==> config.mk <==
export PLATFORM = sky130hd
export DESIGN_NAME = fwh_ctrl
export DESIGN_NICKNAME = d
export VERILOG_FILES = /design/src/design/fixed_width_histogram_assert.svh /design/src/design/fwh_pkg.sv /design/src/design/fwh_ctrl.sv
export SDC_FILE = /design/constraint.sdc
export NUM_CORES = 1
export LEC_CHECK = 0
export ABC_AREA = 1
export BUFFER_PORTS_ARGS = -buffer_cell sky130_fd_sc_hd__buf_2
export CAP_MARGIN = 20
export CELL_PAD_IN_SITES_DETAIL_PLACEMENT = 0
export CELL_PAD_IN_SITES_GLOBAL_PLACEMENT = 1
export CORE_AREA = 2 2 39 41
export CTS_BUF_LIST = sky130_fd_sc_hd__clkbuf_16
export CTS_CLUSTER_SIZE = 14
export DETAILED_ROUTE_END_ITERATION = 8
export DIE_AREA = 0 0 41 43
export GPL_TIMING_DRIVEN = 0
export PLACE_DENSITY_LB_ADDON = 0.1
export SETUP_SLACK_MARGIN = 0.1
export SLEW_MARGIN = 40
export SYNTH_ARGS = -nofsm -noshare
export SYNTH_HDL_FRONTEND = slang
export SYNTH_SLANG_ARGS = --single-unit
==> constraint.sdc <==
create_clock -name clock -period 1.7 [get_ports clock]
set_input_delay 0.085 -clock clock [delete_from_list [all_inputs] [get_ports clock]]
set_output_delay 0.085 -clock clock [all_outputs]
set_load 0.02 [all_outputs]
==> src/design/fixed_width_histogram_assert.svh <==
// -----------------------------------------------------------------------------
// Fixed-width histogram assertion macros
// Concurrent checks sampled on clock, held off while reset is high.
// -----------------------------------------------------------------------------
`ifndef FIXED_WIDTH_HISTOGRAM_ASSERT_SVH
`define FIXED_WIDTH_HISTOGRAM_ASSERT_SVH

// Property must hold at every edge outside reset.
`define FWH_ASSERT_ALWAYS(label, prop, msg) \
   label: assert property (@(posedge clock) disable iff (reset) (prop)) else $error(msg);

// Consequent must hold in the cycle after the antecedent.
`define FWH_ASSERT_NEXT(label, ante, cons, msg) \
   label: assert property (@(posedge clock) disable iff (reset) (ante) |=> (cons)) \
      else $error(msg);

`endif

==> src/design/fwh_pkg.sv <==
// -----------------------------------------------------------------------------
// fwh_pkg
// Shared constants, command codes and control/status types of the histogram.
// -----------------------------------------------------------------------------
package fwh_pkg;

   localparam int NUM_BINS  = 1024;
   localparam int COUNT_W   = 32;
   localparam int DATA_W    = 32;
   localparam int CMD_W     = 2;
   localparam int BIN_IDX_W = $clog2(NUM_BINS);
   localparam int USED_W    = $clog2(NUM_BINS + 1);
   localparam int STEP_W    = $clog2(DATA_W);

   localparam int REQ_TDATA_W = ((DATA_W + BIN_IDX_W + 7) / 8) * 8;
   localparam int RSP_TDATA_W = ((COUNT_W + USED_W + 7) / 8) * 8;

   typedef logic [CMD_W-1:0] cmd_type;

   localparam cmd_type CMD_ADD   = 2'd0;
   localparam cmd_type CMD_READ  = 2'd1;
   localparam cmd_type CMD_CLEAR = 2'd2;

   // 1.0 in Q24.8
   localparam logic [DATA_W-1:0] BIN_WIDTH_RESET = 32'd256;

   typedef struct packed {
      logic load;      // capture the accepted transaction, start the divider
      logic div_step;  // one quotient bit
      logic lookup;    // issue the counter read
      logic finish;    // write back, load the response register
      logic clr_step;  // zero one counter of the sweep
   } ctl_type;

   typedef struct packed {
      logic div_last;  // current step gives the last quotient bit
      logic clr_last;  // current sweep address is the last bin
      logic out_free;  // response register can take a new result
   } stat_type;

endpackage

==> src/design/fwh_ctrl.sv <==
// -----------------------------------------------------------------------------
// fwh_ctrl
// Sequencer: clearing sweep, divide, counter lookup and result hand-off.
// -----------------------------------------------------------------------------
module fwh_ctrl (
   input  logic              clock,
   input  logic              reset,
   input  logic              req_valid,
   input  fwh_pkg::cmd_type  req_cmd,
   output logic              req_ready,
   output fwh_pkg::ctl_type  ctl,
   input  fwh_pkg::stat_type stat
);
   import fwh_pkg::*;

   typedef enum logic [2:0] {
      ST_INIT,
      ST_IDLE,
      ST_DIVIDE,
      ST_LOOKUP,
      ST_FINISH,
      ST_CLEAR
   } state_type;

   state_type state_ff;
   state_type state_in;

   always_comb begin
      state_in  = state_ff;
      ctl       = '0;
      req_ready = 1'b0;
      case (state_ff)
         ST_INIT: begin
            ctl.clr_step = 1'b1;
            if (stat.clr_last) begin
               state_in = ST_IDLE;
            end
         end
         ST_IDLE: begin
            req_ready = 1'b1;
            if (req_valid) begin
               ctl.load = 1'b1;
               case (req_cmd)
                  CMD_ADD:   state_in = ST_DIVIDE;
                  CMD_READ:  state_in = ST_LOOKUP;
                  CMD_CLEAR: state_in = ST_CLEAR;
                  default:   state_in = ST_FINISH;
               endcase
            end
         end
         ST_DIVIDE: begin
            ctl.div_step = 1'b1;
            if (stat.div_last) begin
               state_in = ST_LOOKUP;
            end
         end
         ST_LOOKUP: begin
            ctl.lookup = 1'b1;
            state_in   = ST_FINISH;
         end
         ST_FINISH: begin
            // hold until the response register is free
            if (stat.out_free) begin
               ctl.finish = 1'b1;
               state_in   = ST_IDLE;
            end
         end
         ST_CLEAR: begin
            ctl.clr_step = 1'b1;
            if (stat.clr_last) begin
               state_in = ST_FINISH;
            end
         end
         default: begin
            state_in = ST_INIT;
         end
      endcase
   end

   always_ff @(posedge clock) begin
      if (reset) begin
         state_ff <= ST_INIT;
      end else begin
         state_ff <= state_in;
      end
   end

endmodule

# Yosys cells after proc, flatten, opt, wreduce, memory -nomap -nowiden
# Index checks and enable logic that the tools add are counted.
[totals]
wordCells = 32
in_bits = 8
output_inout_bits = 6
regBits = 3
[classes]
eq_ne = 12
n_mux = 15
n_reduce_logical = 4
[op_table]
columns = ["cell", "n"]
rows = [
  ["$pmux W3 S6", 1],
  ["$mux W3", 5],
  ["$ne A2 B2 Y1 const B", 5],
  ["$pmux W3 S3", 1],
  ["$mux W1", 8],
  ["$eq A3 B2 Y1 const B", 2],
  ["$eq A3 B3 Y1 const B", 2],
  ["$reduce_and A5 Y1", 1],
  ["$eq A3 B1 Y1 const B", 1],
  ["$logic_not A3 Y1", 1],
  ["$eq A2 B1 Y1 const B", 1],
  ["$eq A2 B2 Y1 const B", 1],
  ["$logic_not A2 Y1", 1],
  ["$reduce_or A2 Y1", 1],
]

# Longest topological paths before layout
[depth]
depth_word = 4
depth_mapped = 9
depth_no_buf = 8

# Least setup slack after synthesis
# Ideal clock, no wire load.
[synth_timing]
path_type = "register to register"
from = "register state_ff[1]"
to = "register state_ff[0]"
slack_ns = 0.429
path_buffers = 0
arrival_ns = 1.205
period_less_slack_ns = 1.271
required_time_ns = 1.634
path_stages_with_launch = 7
setup_time_ns = 0.066
cell_sequence = "dfxtp_1 inv_2 nor3_2 nor2_1 nand2_1 nand3_1 a21oi_2"
[synth_between]
elab_chain_len = 3
elab_cells_between_ends = 13
cone_classes = "eq/ne (10); mux (1); reduce/logical (2)"
[synth_rtl]
columns = ["item", "line", "rtl"]
rows = [
  ["start: declaration", "fwh_ctrl.sv:25", "state_type state_ff;"],
  ["start signal: assignment", "fwh_ctrl.sv:84", "state_ff <= state_in;"],
  ["$eq A3 B2 Y1 (tied with other cells)", "fwh_ctrl.sv:32", "case (state_ff)"],
  ["$ne A2 B2 Y1 (no line)", "n/a", ""],
  ["$reduce_and A5 Y1 (no line)", "n/a", ""],
]
# Several ways; a longest one is shown, not always the timed one.
# A chain may end at the register's enable or synchronous reset.

==> results.sh <==
export IMPL_outcome="finished clean"
export IMPL_vias=412
export IMPL_grt_max_degree=9
export IMPL_routed_wl_um=895
export IMPL_numCtsBuffers=3
export IMPL_routabilityCongestion=0.6700
export IMPL_slew_headroom_pct=75.60
export IMPL_htreeDepth=1
export IMPL_combinationalPowerShare_pct=54.1
export IMPL_grt_overflow_total=0
export IMPL_max_cap_violations=0
export IMPL_fin_crit_sh_pct=81.95
export IMPL_dp_hpwl_um=696.2
export IMPL_numPortBuffers=13
export IMPL_skew_ps=1.288
export IMPL_die_y_um=43
export IMPL_cts_root_buf="clkbuf_16"
export IMPL_intPower_w=0.0006274
export IMPL_yosysUniqueCellTypes=22
export IMPL_grt_setup_unrepaired="no"
export IMPL_std_cell_rows=14
export IMPL_synth_seq_cells=3
export IMPL_p_total_w=0.001140
export IMPL_period_needed_ps=1393
export IMPL_syn_cell_area_um2=389.1
export IMPL_placed_cells=87
export IMPL_grt_pass1_vias=355
export IMPL_p_leak_nw=0.3176
export IMPL_cts_num_sinks=3
export IMPL_clkTransAtPathRegs_ps=30
export IMPL_worstSkewPairLatency_ps=220
export IMPL_hold_ws_ps=33.27
export IMPL_grt_pass1_wl_um=1449
export IMPL_cts_resized=0
export IMPL_drt_iter0_markers=7
export IMPL_cp_start_kind="register"
export IMPL_setup_viol=0
export IMPL_top_regs="state_ff x3"
export IMPL_largest_reg_flops=3
export IMPL_crit_required_ps=1620
export IMPL_cts_setup_buffers=0
export IMPL_antenna_found_initial=0
export IMPL_drc=0
export IMPL_ir_worst_vdd_v=0.0006795
export IMPL_die_area_mm2=0.001763
export IMPL_antenna_cells=0
export IMPL_fmax_mhz=717.8
export IMPL_drive_above_1_share_pct=41.33
export IMPL_syn2layout_area_growth_pct=42.12
export IMPL_pwr_share_seq_pct=13.5
export IMPL_chipWidth_um=41
export IMPL_tightest_slew_ps=365.5
export IMPL_power_density_mw_per_mm2=2061
export IMPL_worst_setup_path_type="reg2out"
export IMPL_setup_tns_ps=0
export IMPL_p_clk_share_pct=32.4
export IMPL_initial_utilization_pct=28.12
export IMPL_rrSetupSlack_ps=450
export IMPL_antenna_left=0
export IMPL_arrival_ps=1310
export IMPL_fillers=157
export IMPL_vias_per_cell=4.527
export IMPL_synth_fp_nets=70
export IMPL_grt_usage_pct=13.23
export IMPL_hp_class="in2reg"
export IMPL_syn_avg_cell_area_um2=6.709
export IMPL_io_pins=14
export IMPL_nets=88
export IMPL_hold_buffers=0
export IMPL_switching_share_pct=44.96
export IMPL_slew_viol_final=0
export IMPL_cts_tree="done"
export IMPL_switchingPower_w=0.0005126
export IMPL_netlist_instances=58
export IMPL_fin_cells=91
export IMPL_hold_viol=0
export IMPL_endpoint_kind="output pin"
export IMPL_firstDrtPassIters=4
export IMPL_cts_buffer_depth=2
export IMPL_core_mm2=0.001384
export IMPL_cp_max_fo=7
export IMPL_ys_seq_area_share_pct=15.43
export IMPL_top_register="state_ff"
export IMPL_synth_warnings=0
export IMPL_wire_per_inst_um=9.835
cells in the mapped netlist:
cell type	number	share of area, %
nor2_2	1	1.6
buf_2	1	1.3
o21ai_0	1	1.3
nand2_1	8	7.7
ha_1	4	13
nand4_1	2	3.2
nor2_8	1	5.1
nor2_4	1	2.9
nand2_2	5	8.0
a21oi_1	2	2.6
nand2_4	1	2.9
nand3_2	1	2.6
nand3b_1	1	1.9
nor3_1	1	1.3
inv_1	8	7.7
a21oi_2	1	2.3
nor2_1	7	6.8
inv_2	2	1.9
dfxtp_1	3	15
nor4_1	1	1.6
nand3_1	5	6.4
nor3_2	1	2.6
power groups by stage:
stage / Sequential, W / Clock (W) / Combinational [W]
3_5_place_dp: 0.000155 / 0 / 0.000622
2_1_floorplan: 0.000141 / 0 / 0.000498
5_1_grt: 0.000162 / 0.000384 / 0.000691
3_3_place_gp: 0.000157 / 0 / 0.000630
6_report: 0.000154 / 0.000369 / 0.000617
4_1_cts: 0.000153 / 0.000377 / 0.000626
cell type report:
type / count / area [µm²] / area share (%)
multi-input combinational: 44 / 286.5 / 51.81
clock buffer: 3 / 75.07 / 13.57
timing repair buffer: 13 / 65.06 / 11.76
sequential: 3 / 60.06 / 10.86
inverter: 10 / 37.54 / 6.787
tap: 16 / 20.02 / 3.620
buffer: 1 / 5.005 / 0.9050
clock inverter: 1 / 3.754 / 0.6787
per-stage QoR:
step                setup WS (ps)  instance area [µm²]  util (%)
detailed placement          444.3                474.2     34.27
global placement            432.7                474.2     34.27
floorplan                   429.2                389.1         -
finish                      306.9                553.0     39.96
CTS                         311.4                553.0     39.96
global route                215.1                553.0     39.96
worst max-delay path: stages (launching register included):
cell     delay [ps]
dfxtp_1         530
inv_2           110
nor3_2          230
buf_2           220
logic make-up (layout without fill, tap and decap cells):
family	Yosys count	in the layout	share of synthesized area, %
adder cells (fa/ha/maj)	4	4	12.86
AO/OA/AOI/OAI	4	4	6.109
AND/OR/NAND/NOR	36	36	54.66
flip-flops	3	3	15.43
buffers and inverters	11	28	10.93
final timing paths:
path | from | end | cells past startpoint
setup reg to reg | state_ff[1] | state_ff[0] | 6
hold / removal | reset | state_ff[0] | 2
hold reg to reg | state_ff[0] | state_ff[0] | 3
setup / recovery | state_ff[1] | ctl[3] | 3
metal layers:
layer / track usage (%) / vias up / share of wire (%)
li1: - / 220 / -
met1: 15.65 / 177 / 43
met2: 16.56 / 10 / 48
met3: 6.283 / 5 / 5.1
met4: 12.00 / 0 / 4.0
met5: 0 / - / 0
cells in the final DEF, fill, tap and decap left out, types with 2 or more instances in the layout:
master / instances
buf_2: 14
inv_1: 9
nand2_1: 8
nor2_1: 7
nand2_2: 5
nand3_1: 5
ha_1: 4
clkbuf_16: 3
dfxtp_1: 3
inv_2: 2
nand4_1: 2
a21oi_1: 2
Note: power is estimated with default switching activity, not from simulation.
